## config.mk

```make
export PLATFORM = sky130hd
export DESIGN_NAME = dual_pid_speed_controller_core
export DESIGN_NICKNAME = d
export VERILOG_FILES = /design/src/hw/rtl/dpsc_pkg.sv /design/src/hw/rtl/dpsc_ctrl.sv /design/src/hw/rtl/dpsc_dp.sv /design/src/hw/rtl/dual_pid_speed_controller_core.sv
export SDC_FILE = /design/constraint.sdc
export NUM_CORES = 2
export LEC_CHECK = 0
export BUFFER_PORTS_ARGS = -buffer_cell sky130_fd_sc_hd__buf_2
export CORE_MARGIN = 3
export CORE_UTILIZATION = 55
export DETAILED_ROUTE_END_ITERATION = 16
export PLACE_DENSITY_LB_ADDON = 0.08
export SLEW_MARGIN = 20
export SYNTH_ARGS = -nofsm -noshare
export SYNTH_HDL_FRONTEND = slang
export SYNTH_SLANG_ARGS = --single-unit
```

## constraint.sdc

```tcl
create_clock -name clk_i -period 18.3 [get_ports clk_i]
set_clock_uncertainty 0.15 [all_clocks]
set_input_delay 0.915 -clock clk_i [delete_from_list [all_inputs] [get_ports clk_i]]
set_output_delay 0.915 -clock clk_i [all_outputs]
set_load 0.03 [all_outputs]
```

## src/hw/rtl/dpsc_pkg.sv

```systemverilog
// Shared widths, register indexes and controller/datapath interface types.
`timescale 1ns / 1ps
`default_nettype none
package dpsc_pkg;

  localparam int DATA_W    = 16;  // payload, gains, state
  localparam int INTV_W    = 10;  // interval register
  localparam int LIM_W     = 15;  // integral clamp register
  localparam int NUM_W     = 28;  // signed scaled setpoint / tick setpoint
  localparam int MAG_W     = NUM_W - 1;
  localparam int PERR_W    = NUM_W + 1;
  localparam int DERR_W    = DATA_W + 1;
  localparam int PROD_W    = PERR_W + DATA_W;
  localparam int SUM_W     = 48;
  localparam int DIV_STEPS = MAG_W;
  localparam int CNT_W     = 5;

  localparam logic [INTV_W-1:0] RST_INTERVAL = INTV_W'(20);
  localparam logic [DATA_W-1:0] RST_TTM      = DATA_W'(1);
  localparam logic [LIM_W-1:0]  RST_LIMIT    = LIM_W'(1000);
  localparam logic [DATA_W-1:0] RST_FF_GAIN  = DATA_W'(1);

  typedef enum logic [2:0] {
    REG_INTERVAL   = 3'd0,
    REG_TTM        = 3'd1,
    REG_LIMIT      = 3'd2,
    REG_OFFSET     = 3'd3,
    REG_FF_GAIN    = 3'd4,
    REG_PROP_GAIN  = 3'd5,
    REG_INTEG_GAIN = 3'd6,
    REG_DERIV_GAIN = 3'd7
  } dpsc_reg_e;

  // Operand pair fed to the shared multiplier.
  typedef enum logic [1:0] {
    MSEL_FF,
    MSEL_P,
    MSEL_I,
    MSEL_D
  } dpsc_msel_e;

  typedef struct packed {
    logic       load;       // capture input word
    logic       chan;       // 0 left, 1 right
    logic       scale;      // target * 4 * interval
    logic       div_init;   // load divider
    logic       div_step;   // one restoring step
    logic       ticks;      // apply sign to quotient
    logic       err;        // P and D errors
    logic       zero_chan;  // zero setpoint: clear integral, drive 0
    logic       update;     // clamp integral, store state, seed sum
    logic       mul_en;
    dpsc_msel_e msel;
    logic       acc_en;     // add product into sum
    logic       sat;        // saturate sum into channel drive
    logic       publish;    // copy drives to output register
  } dpsc_cmd_t;

  typedef struct packed {
    logic ticks_zero;
  } dpsc_stat_t;

endpackage
`default_nettype wire

```

## src/hw/rtl/dpsc_ctrl.sv

```systemverilog
// Sequencer for the speed controller: per-channel divide, error, MAC, saturate.
`timescale 1ns / 1ps
`default_nettype none
module dpsc_ctrl (
  input  wire logic                  clk_i,
  input  wire logic                  rst_ni,
  input  wire logic                  in_valid_i,
  output logic                       in_ready_o,
  output logic                       out_valid_o,
  input  wire logic                  out_ready_i,
  input  wire dpsc_pkg::dpsc_stat_t  stat_i,
  output dpsc_pkg::dpsc_cmd_t        cmd_o
);

  typedef enum logic [3:0] {
    S_IDLE,
    S_SCALE,
    S_DIV_INIT,
    S_DIV,
    S_TICKS,
    S_ERR,
    S_UPDATE,
    S_MUL,
    S_ACC,
    S_SAT,
    S_DONE
  } state_e;

  state_e                      state_q, state_d;
  logic                        chan_q, chan_d;
  logic [dpsc_pkg::CNT_W-1:0]  cnt_q, cnt_d;
  logic                        out_valid_q, out_valid_d;

  always_comb begin
    state_d     = state_q;
    chan_d      = chan_q;
    cnt_d       = cnt_q;
    out_valid_d = out_valid_q & ~out_ready_i;
    cmd_o       = '0;
    cmd_o.chan  = chan_q;
    cmd_o.msel  = dpsc_pkg::MSEL_FF;

    case (state_q)
      S_IDLE: begin
        if (in_valid_i) begin
          cmd_o.load = 1'b1;
          chan_d     = 1'b0;
          state_d    = S_SCALE;
        end
      end
      S_SCALE: begin
        cmd_o.scale = 1'b1;
        state_d     = S_DIV_INIT;
      end
      S_DIV_INIT: begin
        cmd_o.div_init = 1'b1;
        cnt_d          = '0;
        state_d        = S_DIV;
      end
      S_DIV: begin
        cmd_o.div_step = 1'b1;
        cnt_d          = cnt_q + 1'b1;
        if (cnt_q == dpsc_pkg::CNT_W'(dpsc_pkg::DIV_STEPS - 1)) begin
          state_d = S_TICKS;
        end
      end
      S_TICKS: begin
        cmd_o.ticks = 1'b1;
        state_d     = S_ERR;
      end
      S_ERR: begin
        cmd_o.err = 1'b1;
        if (stat_i.ticks_zero) begin
          cmd_o.zero_chan = 1'b1;
          if (!chan_q) begin
            chan_d  = 1'b1;
            state_d = S_SCALE;
          end else begin
            state_d = S_DONE;
          end
        end else begin
          state_d = S_UPDATE;
        end
      end
      S_UPDATE: begin
        cmd_o.update = 1'b1;
        cnt_d        = '0;
        state_d      = S_MUL;
      end
      S_MUL: begin
        cmd_o.mul_en = 1'b1;
        cmd_o.msel   = dpsc_pkg::dpsc_msel_e'(cnt_q[1:0]);
        cmd_o.acc_en = (cnt_q[1:0] != 2'd0);
        cnt_d        = cnt_q + 1'b1;
        if (cnt_q[1:0] == 2'd3) begin
          state_d = S_ACC;
        end
      end
      S_ACC: begin
        cmd_o.acc_en = 1'b1;
        state_d      = S_SAT;
      end
      S_SAT: begin
        cmd_o.sat = 1'b1;
        if (!chan_q) begin
          chan_d  = 1'b1;
          state_d = S_SCALE;
        end else begin
          state_d = S_DONE;
        end
      end
      S_DONE: begin
        if (!out_valid_q || out_ready_i) begin
          cmd_o.publish = 1'b1;
          out_valid_d   = 1'b1;
          state_d       = S_IDLE;
        end
      end
      default: begin
        state_d = S_IDLE;
      end
    endcase
  end

  always_ff @(posedge clk_i or negedge rst_ni) begin
    if (!rst_ni) begin
      state_q     <= S_IDLE;
      chan_q      <= 1'b0;
      cnt_q       <= '0;
      out_valid_q <= 1'b0;
    end else begin
      state_q     <= state_d;
      chan_q      <= chan_d;
      cnt_q       <= cnt_d;
      out_valid_q <= out_valid_d;
    end
  end

  assign in_ready_o  = (state_q == S_IDLE);
  assign out_valid_o = out_valid_q;

endmodule
`default_nettype wire

```

## src/hw/rtl/dpsc_dp.sv

```systemverilog
// Datapath: config registers, serial divider, shared multiplier, accumulator, state.
`timescale 1ns / 1ps
`default_nettype none
module dpsc_dp (
  input  wire logic                                clk_i,
  input  wire logic                                rst_ni,
  input  wire logic                                cfg_we_i,
  input  wire logic [2:0]                          cfg_idx_i,
  input  wire logic [dpsc_pkg::DATA_W-1:0]         cfg_wdata_i,
  input  wire logic signed [dpsc_pkg::DATA_W-1:0]  target_left_i,
  input  wire logic signed [dpsc_pkg::DATA_W-1:0]  target_right_i,
  input  wire logic signed [dpsc_pkg::DATA_W-1:0]  measured_left_i,
  input  wire logic signed [dpsc_pkg::DATA_W-1:0]  measured_right_i,
  input  wire dpsc_pkg::dpsc_cmd_t                 cmd_i,
  output dpsc_pkg::dpsc_stat_t                     stat_o,
  output logic signed [dpsc_pkg::DATA_W-1:0]       drive_left_o,
  output logic signed [dpsc_pkg::DATA_W-1:0]       drive_right_o
);

  localparam int DW    = dpsc_pkg::DATA_W;
  localparam int ACC_W = dpsc_pkg::PERR_W + 1;
  localparam int SC_W  = DW + dpsc_pkg::INTV_W + 1;
  localparam logic signed [dpsc_pkg::SUM_W-1:0] SatHi =
    dpsc_pkg::SUM_W'(2**(DW-1) - 1);
  localparam logic signed [dpsc_pkg::SUM_W-1:0] SatLo =
    dpsc_pkg::SUM_W'(-(2**(DW-1)));

  // configuration
  logic [dpsc_pkg::INTV_W-1:0] intv_q;
  logic [DW-1:0]               ttm_q;
  logic [dpsc_pkg::LIM_W-1:0]  lim_q;
  logic signed [DW-1:0]        off_q, ff_q, kp_q, ki_q, kd_q;

  // controller state, per channel
  logic signed [DW-1:0] last_q  [2];
  logic signed [DW-1:0] integ_q [2];
  logic signed [DW-1:0] drv_q   [2];

  // captured word and working registers
  logic signed [DW-1:0]                  tgt_q  [2];
  logic signed [DW-1:0]                  meas_q [2];
  logic signed [dpsc_pkg::NUM_W-1:0]     num_q, ticks_q;
  logic [dpsc_pkg::MAG_W-1:0]            quo_q;
  logic [DW-1:0]                         rem_q, dvs_q;
  logic signed [dpsc_pkg::PERR_W-1:0]    perr_q;
  logic signed [dpsc_pkg::DERR_W-1:0]    derr_q;
  logic signed [DW-1:0]                  iacc_q;
  logic signed [dpsc_pkg::PROD_W-1:0]    prod_q;
  logic signed [dpsc_pkg::SUM_W-1:0]     sum_q;
  logic signed [DW-1:0]                  dout_l_q, dout_r_q;

  logic signed [SC_W-1:0]              sc_prod;
  logic signed [dpsc_pkg::NUM_W-1:0]   num_d;
  logic [dpsc_pkg::MAG_W-1:0]          mag;
  logic [DW:0]                         rem_sh;
  logic                                rem_ge;
  logic signed [ACC_W-1:0]             acc_w, lim_pos, acc_c;
  logic signed [dpsc_pkg::PERR_W-1:0]  mul_a;
  logic signed [DW-1:0]                mul_b;
  logic signed [DW-1:0]                sat_val;

  logic ch;
  assign ch = cmd_i.chan;

  always_comb begin
    // setpoint scaling: |target*interval| < 2^25, so times four fits NUM_W
    sc_prod = tgt_q[ch] * $signed({1'b0, intv_q});
    num_d   = $signed({sc_prod[dpsc_pkg::NUM_W-3:0], 2'b00});
    mag     = num_q[dpsc_pkg::NUM_W-1] ? dpsc_pkg::MAG_W'(-num_q)
                                       : num_q[dpsc_pkg::MAG_W-1:0];

    // restoring divide step
    rem_sh = {rem_q, quo_q[dpsc_pkg::MAG_W-1]};
    rem_ge = (rem_sh >= {1'b0, dvs_q});

    // integral with anti-windup clamp
    lim_pos = $signed({{(ACC_W-dpsc_pkg::LIM_W){1'b0}}, lim_q});
    acc_w   = ACC_W'(integ_q[ch]) + ACC_W'(perr_q);
    if (acc_w > lim_pos) begin
      acc_c = lim_pos;
    end else if (acc_w < -lim_pos) begin
      acc_c = -lim_pos;
    end else begin
      acc_c = acc_w;
    end

    case (cmd_i.msel)
      dpsc_pkg::MSEL_FF: begin
        mul_a = dpsc_pkg::PERR_W'(ticks_q);
        mul_b = ff_q;
      end
      dpsc_pkg::MSEL_P: begin
        mul_a = perr_q;
        mul_b = kp_q;
      end
      dpsc_pkg::MSEL_I: begin
        mul_a = dpsc_pkg::PERR_W'(iacc_q);
        mul_b = ki_q;
      end
      dpsc_pkg::MSEL_D: begin
        mul_a = dpsc_pkg::PERR_W'(derr_q);
        mul_b = kd_q;
      end
      default: begin
        mul_a = '0;
        mul_b = '0;
      end
    endcase

    if (sum_q > SatHi) begin
      sat_val = SatHi[DW-1:0];
    end else if (sum_q < SatLo) begin
      sat_val = SatLo[DW-1:0];
    end else begin
      sat_val = sum_q[DW-1:0];
    end
  end

  // config and loop state
  always_ff @(posedge clk_i or negedge rst_ni) begin
    if (!rst_ni) begin
      intv_q     <= dpsc_pkg::RST_INTERVAL;
      ttm_q      <= dpsc_pkg::RST_TTM;
      lim_q      <= dpsc_pkg::RST_LIMIT;
      off_q      <= '0;
      ff_q       <= dpsc_pkg::RST_FF_GAIN;
      kp_q       <= '0;
      ki_q       <= '0;
      kd_q       <= '0;
      last_q[0]  <= '0;
      last_q[1]  <= '0;
      integ_q[0] <= '0;
      integ_q[1] <= '0;
    end else begin
      if (cfg_we_i) begin
        case (dpsc_pkg::dpsc_reg_e'(cfg_idx_i))
          dpsc_pkg::REG_INTERVAL:   intv_q <= cfg_wdata_i[dpsc_pkg::INTV_W-1:0];
          dpsc_pkg::REG_TTM:        ttm_q  <= cfg_wdata_i;
          dpsc_pkg::REG_LIMIT:      lim_q  <= cfg_wdata_i[dpsc_pkg::LIM_W-1:0];
          dpsc_pkg::REG_OFFSET:     off_q  <= $signed(cfg_wdata_i);
          dpsc_pkg::REG_FF_GAIN:    ff_q   <= $signed(cfg_wdata_i);
          dpsc_pkg::REG_PROP_GAIN:  kp_q   <= $signed(cfg_wdata_i);
          dpsc_pkg::REG_INTEG_GAIN: ki_q   <= $signed(cfg_wdata_i);
          dpsc_pkg::REG_DERIV_GAIN: kd_q   <= $signed(cfg_wdata_i);
          default: ;
        endcase
      end
      if (cmd_i.zero_chan) begin
        integ_q[ch] <= '0;
      end
      if (cmd_i.update) begin
        integ_q[ch] <= acc_c[DW-1:0];
        last_q[ch]  <= meas_q[ch];
      end
    end
  end

  // working registers
  always_ff @(posedge clk_i) begin
    if (cmd_i.load) begin
      tgt_q[0]  <= target_left_i;
      tgt_q[1]  <= target_right_i;
      meas_q[0] <= measured_left_i;
      meas_q[1] <= measured_right_i;
    end
    if (cmd_i.scale) begin
      num_q <= num_d;
    end
    if (cmd_i.div_init) begin
      quo_q <= mag;
      rem_q <= '0;
      dvs_q <= (ttm_q == '0) ? DW'(1) : ttm_q;
    end
    if (cmd_i.div_step) begin
      rem_q <= rem_ge ? DW'(rem_sh - {1'b0, dvs_q}) : rem_sh[DW-1:0];
      quo_q <= {quo_q[dpsc_pkg::MAG_W-2:0], rem_ge};
    end
    if (cmd_i.ticks) begin
      ticks_q <= num_q[dpsc_pkg::NUM_W-1] ? -$signed({1'b0, quo_q})
                                          : $signed({1'b0, quo_q});
    end
    if (cmd_i.err) begin
      perr_q <= dpsc_pkg::PERR_W'(ticks_q) - dpsc_pkg::PERR_W'(meas_q[ch]);
      derr_q <= dpsc_pkg::DERR_W'(meas_q[ch]) - dpsc_pkg::DERR_W'(last_q[ch]);
    end
    if (cmd_i.zero_chan) begin
      drv_q[ch] <= '0;
    end
    if (cmd_i.update) begin
      iacc_q <= acc_c[DW-1:0];
      sum_q  <= dpsc_pkg::SUM_W'(off_q);
    end
    if (cmd_i.mul_en) begin
      prod_q <= mul_a * mul_b;
    end
    if (cmd_i.acc_en) begin
      sum_q <= sum_q + dpsc_pkg::SUM_W'(prod_q);
    end
    if (cmd_i.sat) begin
      drv_q[ch] <= sat_val;
    end
    if (cmd_i.publish) begin
      dout_l_q <= drv_q[0];
      dout_r_q <= drv_q[1];
    end
  end

  assign stat_o.ticks_zero = (ticks_q == '0);
  assign drive_left_o      = dout_l_q;
  assign drive_right_o     = dout_r_q;

endmodule
`default_nettype wire

```

## src/hw/rtl/dual_pid_speed_controller_core.sv

```systemverilog
// Top level of the dual-channel PID wheel speed controller.
//
//  channel | handshake              | payload
//  --------+------------------------+------------------------------------------
//  in      | in_valid_i / in_ready_o | target_left/right_i, measured_left/right_i
//  out     | out_valid_o/out_ready_i | drive_left_o, drive_right_o
//  cfg     | cfg_we_i (no wait)     | cfg_idx_i, cfg_wdata_i
//
// One word at a time. Per channel: scale, divider load, restoring divide, sign fix
// and error; a nonzero tick setpoint adds integral update, four products on the
// shared multiplier plus final add, and saturate. Both channels run in turn before
// out_valid is raised; the divider dominates the work.
// Reset (async, active low) loads register defaults, clears speed and integral.
// A waiting result does not block the next word; only publishing waits for it.
`timescale 1ns / 1ps
`default_nettype none
module dual_pid_speed_controller_core (
  input  wire logic                                clk_i,
  input  wire logic                                rst_ni,
  input  wire logic                                cfg_we_i,
  input  wire logic [2:0]                          cfg_idx_i,
  input  wire logic [dpsc_pkg::DATA_W-1:0]         cfg_wdata_i,
  input  wire logic                                in_valid_i,
  output logic                                     in_ready_o,
  input  wire logic signed [dpsc_pkg::DATA_W-1:0]  target_left_i,
  input  wire logic signed [dpsc_pkg::DATA_W-1:0]  target_right_i,
  input  wire logic signed [dpsc_pkg::DATA_W-1:0]  measured_left_i,
  input  wire logic signed [dpsc_pkg::DATA_W-1:0]  measured_right_i,
  output logic                                     out_valid_o,
  input  wire logic                                out_ready_i,
  output logic signed [dpsc_pkg::DATA_W-1:0]       drive_left_o,
  output logic signed [dpsc_pkg::DATA_W-1:0]       drive_right_o
);

  // command/status between sequencer and datapath
  dpsc_pkg::dpsc_cmd_t  cmd;
  dpsc_pkg::dpsc_stat_t stat;

  // sequencer: owns the handshakes and the step order
  dpsc_ctrl u_ctrl (
    .clk_i       (clk_i),
    .rst_ni      (rst_ni),
    .in_valid_i  (in_valid_i),
    .in_ready_o  (in_ready_o),
    .out_valid_o (out_valid_o),
    .out_ready_i (out_ready_i),
    .stat_i      (stat),
    .cmd_o       (cmd)
  );

  // datapath: registers, divider, multiplier-accumulator, output register
  dpsc_dp u_dp (
    .clk_i            (clk_i),
    .rst_ni           (rst_ni),
    .cfg_we_i         (cfg_we_i),
    .cfg_idx_i        (cfg_idx_i),
    .cfg_wdata_i      (cfg_wdata_i),
    .target_left_i    (target_left_i),
    .target_right_i   (target_right_i),
    .measured_left_i  (measured_left_i),
    .measured_right_i (measured_right_i),
    .cmd_i            (cmd),
    .stat_o           (stat),
    .drive_left_o     (drive_left_o),
    .drive_right_o    (drive_right_o)
  );

endmodule
`default_nettype wire

```

## Word level (Yosys, flattened, before mapping)

Memory sizes are Yosys's and may differ from the RTL's. A register that Yosys moved wholly into a read port is not among the register bits.
Cells that the tools add are included.

- Register bits after elaboration: 464
- Latch bits: 0
- Memory bits (writable): 96
- Memory bits (read-only): 0
- Bits of input ports: 88
- Output and inout bits: 34
- Logic and storage cells: 167
- Memories kept: 3

- $add $sub $neg: 9
- Multipliers: 2
- Div/mod/pow operators: 0
- Order comparisons: 7
- Equal/unequal tests: 27
- Shift-type cells: 0
- Mux-type cells: 61
- Bitwise operators: 6
- Reduce and logical (&&, ||, !) cells: 25

Memory list:

| memory | depth | width | read ports | clocked after Yosys merged registers in | write ports | RTL line | RTL |
|---|---|---|---|---|---|---|---|
| u_dp.drv_q | 2 | 16 | 2 | 2 | 1 | dpsc_dp.sv:37 | `logic signed [DW-1:0] drv_q [2];` |
| u_dp.meas_q | 2 | 16 | 1 | 0 | 2 | dpsc_dp.sv:41 | `logic signed [DW-1:0] meas_q [2];` |
| u_dp.tgt_q | 2 | 16 | 1 | 0 | 2 | dpsc_dp.sv:40 | `logic signed [DW-1:0] tgt_q [2];` |

Operator list:

| cell | count |
|---|---|
| 16-bit two-way mux | 15 |
| 29-bit case mux with 4 select lines | 1 |
| 27-bit two-way mux | 4 |
| 48-bit two-way mux | 2 |
| 32-bit bitwise mux | 2 |
| 32-bit two-way mux | 2 |
| 16-bit case mux with 4 select lines | 1 |
| 48-bit by 45-bit adder with 48-bit output | 1 |
| 48-bit by 16-bit > comparator with 1-bit output, second input constant | 1 |
| 48-bit by 16-bit less-than comparator with 1-bit output, second input constant | 1 |
| 29-bit by 16-bit multiplier with 45-bit output | 1 |
| 4-bit case mux with 11 select lines | 1 |
| 32-bit bitwise AND | 1 |
| 32-bit NOT | 1 |
| 16-bit by 29-bit adder with 30-bit output | 1 |
| 30-bit by 16-bit > comparator with 1-bit output | 1 |
| 30-bit less-than comparator | 1 |
| 15-bit negator with 30-bit output | 1 |
| 28-bit by 16-bit subtractor with 29-bit output | 1 |
| 28-bit logical NOT | 1 |
| 27-bit negator with 28-bit output | 1 |
| 27-bit negator | 1 |
| 16-bit by 11-bit multiplier with 26-bit output | 1 |
| 4-bit two-way mux | 6 |
| 42 further kinds | 88 |

## Logic depth before layout (Yosys ltp)

- Depth in word-level cells: 10
- Mapped depth: 34
- Mapped depth without buffers: 31

## Cells and area by module

A second synthesis with hierarchy kept.

- Cell total of the unflattened synthesis: 5383
- Area, all modules: 54451.0 um^2

Modules (own cells, without submodules):

| module | times used | cells each | area each (um^2) | seq. area each (um^2) |
|---|---|---|---|---|
| dpsc_dp | 1 | 5287 | 53592.6 | 16533.4 |
| dpsc_ctrl | 1 | 96 | 858.3 | 275.3 |

## Worst setup path before layout

OpenSTA, ideal clock, no wires.

- Path type: flip-flop to flip-flop
- From: register u_ctrl.state_q[0]
- To: register u_dp.prod_q[43] in the netlist's numbering (data pin)
- Library setup time: 0.258 ns
- Arrival time: 8.721 ns
- Required time: 17.892 ns
- Path slack: 9.172 ns
- Cell stages (with the launch flop): 30
- Buffers on the path: 4
- Period minus slack after synthesis: 9.128 ns
- Cell sequence: dfrtp_1 clkbuf_1 nand3_1 clkinv_1 nand2_1 clkbuf_1 clkbuf_1 o22a_1 clkbuf_1 nand2_1 fa_1 fa_1 fa_1 inv_1 fa_1 fa_1 inv_1 fa_1 inv_1 ha_1 a211o_1 a2111oi_0 o41ai_1 a22oi_1 a311o_1 nand3_1 a221oi_1 o21ai_0 a21oi_1 xnor2_1

- Longest elaborated chain between the ends: 5
- Elaborated cells between the ends (all ways): 9
- Classes of those cells: mul: 1; eq/ne: 4; mux: 3; reduce/logical: 1

Ends and longest elaborated chain:

| what | RTL line | RTL |
|---|---|---|
| from (decl) | dpsc_ctrl.sv:29 | `state_e state_q, state_d;` |
| from (signal assigned) | dpsc_ctrl.sv:132 | `state_q <= state_d;` |
| 4-bit by 3-bit == test with 1-bit output * | dpsc_ctrl.sv:43 | `case (state_q)` |
| 3-bit two-way mux * | dpsc_ctrl.sv:43 |  |
| 2-bit == test (tied with other cells) | dpsc_dp.sv:87 | `case (cmd_i.msel)` |
| 29-bit case mux with 4 select lines or 16-bit case mux with 4 select lines (tied branches) | dpsc_dp.sv:87 |  |
| 29-bit by 16-bit multiplier with 45-bit output * | dpsc_dp.sv:194 | `prod_q <= mul_a * mul_b;` |
| to (signal assigned) | dpsc_dp.sv:194 |  |
| to (decl) | dpsc_dp.sv:48 | `logic signed [dpsc_pkg::PROD_W-1:0] prod_q;` |

Every way passes the cells marked *; elsewhere a longest branch is shown, timed or not.
A chain may end at the register's enable or synchronous reset.

## Worst setup path after layout

- From: register u_ctrl.state_q[2]
- To: register u_dp.prod_q[43] in the netlist's numbering (data pin)

Same word-level chain as after synthesis.

==> impl_metrics.csv <==
group,metric,value,unit
outcome,status,"completed",
critical_path,cpMostUsedCell,"fa_1",
yosys,synthDistinctLibCells,88,
cells_and_area,layout-drive-gt1-share,9.17,%
yosys,synthCells,5528,
global_routing,grt_max_degree,82,
route,dr.pass1.iters,5,
yosys,synth_area_leaders,"edfxtp_1, fa_1, dfrtp_1",
clock_tree,cts.clk_slew.worst_paths,0.06,ns
sta,tns,0,ns
critical_path,path_max_fanout,51,
sta,holdWs,0.179,ns
global_routing,gr-usage-all-layers,30.1,%
critical_path,reg2reg_to,"u_dp.prod_q[43]",
critical_path,path_class,"reg -> reg",
clock_tree,clockBufferDepth,3,
yosys,synth_area,0.0545,sq mm
yosys,synth_async_sr_flop_share,33.1,%
clock_tree,root_buffer,"clkbuf_16",
yosys,yosysWarningCount,0,
clock_tree,cts_resized,0,
sta,finalHoldViolations,0,
critical_path,critical_path_arrival,10.57,ns
critical_path,cp-start-kind,"register",
critical_path,cp.required,18.51,ns
sta,max_freq,96.5,MHz
yosys,yosysTopAreaCellShare,21.8,%
global_routing,antenna_found_initial,8,
yosys,synth_top_family_by_area,"adder cells",
clock_tree,cts_buffers,68,
critical_path,max_stage_delay,0.67,ns
placed_design,io_buffers,121,
yosys,yosys.area.top_type,"edfxtp_1",
floorplanning,die_area,0.103,sq mm
cells_and_area,fin_cells,6898,
clock_tree,post-cts-setup-buffer-count,0,
yosys,synth_compound_area_share,10.7,%
sta,relSlewSlack,22.8,%
sta,slew_violations,0,
placed_design,dpl.cell_count,6771,
route,num_vias,40120,
cells_and_area,area_growth,7.73,%
placed_design,finalWeightedCongestion,0.936,
yosys,synth.area.mux_share,4.55,%
global_routing,grt_pass1_vias,41076,
yosys,ys_ff_latch,592,
global_routing,grt_first_pass_wirelength,239000,um
placed_design,hpwl,116000,um
sta,setup_violations,0,
route,postRouteAntennaNets,0,
global_routing,overflow,0,
route,wl_per_cell,21.7,um
cells_and_area,layout_common_cells,"inv_1, nand2_1, fa_1",
floorplanning,num_io_pins,122,
job,maxCapViolCount,0,
critical_path,reg2reg_slack,7.94,ns
yosys,synthAdderAreaFrac,29.8,%
cells_and_area,multi_input_area,0.0338,sq mm
sta,rsz0062_at_grt,"no",
clock_tree,hold_buffers,0,
clock_tree,cts.sinks,592,
critical_path,rr_worst_depth,29,
cells_and_area,fin_nets,6597,
yosys,synth_xor_area_share,3.70,%
yosys,postSynthAreaPerCell,9.85,sq um
clock_tree,clock_latency,0.65,ns
floorplanning,initial_core_util,55.9,%
sta,fin_crit,10.36,ns
critical_path,cp_num_buf_inv,6,
floorplanning,die_x,321,um
min_path,min_path_type,"in -> async",
critical_path,slowest_stage,"dfrtp_1",
yosys,synth-main-ff-cell,"edfxtp_1",
critical_path,crit_family,"adder cells",
route,drt_wl_total,149000,um
yosys,synth-simple-area-share,13.0,%
floorplanning,dieHeight,321,um
yosys,seq_area_frac_synth,30.9,%
cells_and_area,regArea,0.0168,sq mm
sta,period_share,56.6,%
floorplanning,rows,114,
yosys,syn-num-nets,6559,
cells_and_area,post-route-util,60.2,%
sta,tightest_slew,1.16,ns
route,drt_iter0_drc,3427,
route,routed_via_density,5.82,
cells_and_area,mostFrequentLayoutCell,"inv_1",
floorplanning,core-area,0.0974,sq mm
clock_tree,cts_tree,"done",
route,drc,0,
cells_and_area,n_fill_cell,8386,
critical_path,worst_r2r_startpoint,"u_ctrl.state_q[2]",
yosys,synth-edff-count,396,
clock_tree,htree_levels,3,
critical_path,critPathCaptureType,"register",
## cell type report
cell class	instances	share of cell area, %
Antenna cell	3	0.0128
Clock buffer	90	3.22
Clock inverter	33	0.574
Inverter	841	5.38
Multi-Input combinational cell	3879	57.6
Sequential cell	592	28.7
Tap cell	1276	2.72
Timing Repair Buffer	184	1.85
## cell usage after synthesis (21+ instances only)
cell and number:
a211oi_1 27, a21o_1 85, a21oi_1 223, a31oi_1 21, and2_1 92, and3_1 25
clkbuf_1 190, dfrtp_1 186, edfxtp_1 396, fa_1 591, ha_1 352, inv_1 839
mux2_2 144, mux2i_1 73, nand2_1 662, nand2b_1 43, nand3_1 68, nand4_1 40
nor2_1 412, nor2b_1 63, nor3_1 48, nor4_1 37, o21a_1 38, o21ai_0 215
o21ai_1 30, o21bai_1 23, o22a_1 30, o22ai_1 42, o31ai_1 25, or3_1 24
xnor2_1 162, xor2_1 68
## registers in the layout, summed over array words and instances (netlist names), 26 cells and up, named ones only
name	count
u_dp.drv_q	32
u_dp.last_q	32
u_dp.meas_q	32
u_dp.num_q	26
u_dp.perr_q	29
u_dp.prod_q	45
u_dp.quo_q	27
u_dp.sum_q	48
u_dp.tgt_q	32
u_dp.ticks_q	28
## worst max-delay path by stage
stage                     slack (ns)         endpoint               from  cells past startpoint
final                           7.94  u_dp.prod_q[43]  u_ctrl.state_q[2]                     29
after global routing            7.18  u_dp.prod_q[43]  u_ctrl.state_q[2]                     29
after CTS                       8.00  u_dp.prod_q[43]  u_ctrl.state_q[2]                     29
after detailed placement        8.08  u_dp.prod_q[43]  u_ctrl.state_q[2]                     29
after global placement          8.37  u_dp.prod_q[43]  u_ctrl.state_q[2]                     29
after floorplan                 9.17  u_dp.prod_q[43]  u_ctrl.state_q[0]                     29
## cells by family (layout without fill, tap and decap cells)
family | count (synthesis) | in the layout
simple gates | 1570 | 1570
buf+inv | 1057 | 1148
fa+ha+maj | 943 | 943
compound gates | 910 | 910
flops | 592 | 592
xor+xnor | 230 | 230
mux | 226 | 226
other cells | 0 | 3
## layer usage
layer  vias up  GRT usage, %  share of wire, %
met5         -             0                 0
met2      1371          47.5                46
li1      18406             -                 -
met3       290          6.22               7.9
met4         0          9.75               3.4
met1     20053          41.9                43
## per-stage QoR
stage | setup WS, ns | area, sq um
floorplan | 9.17 | 54500
global placement | 8.37 | 56400
detailed placement | 8.08 | 56400
CTS | 8.00 | 58600
global route | 7.18 | 58700
finish | 7.94 | 58700
Power is not shown: default switching activity piles up to over one toggle a cycle in this logic, so the estimate is an artifact.
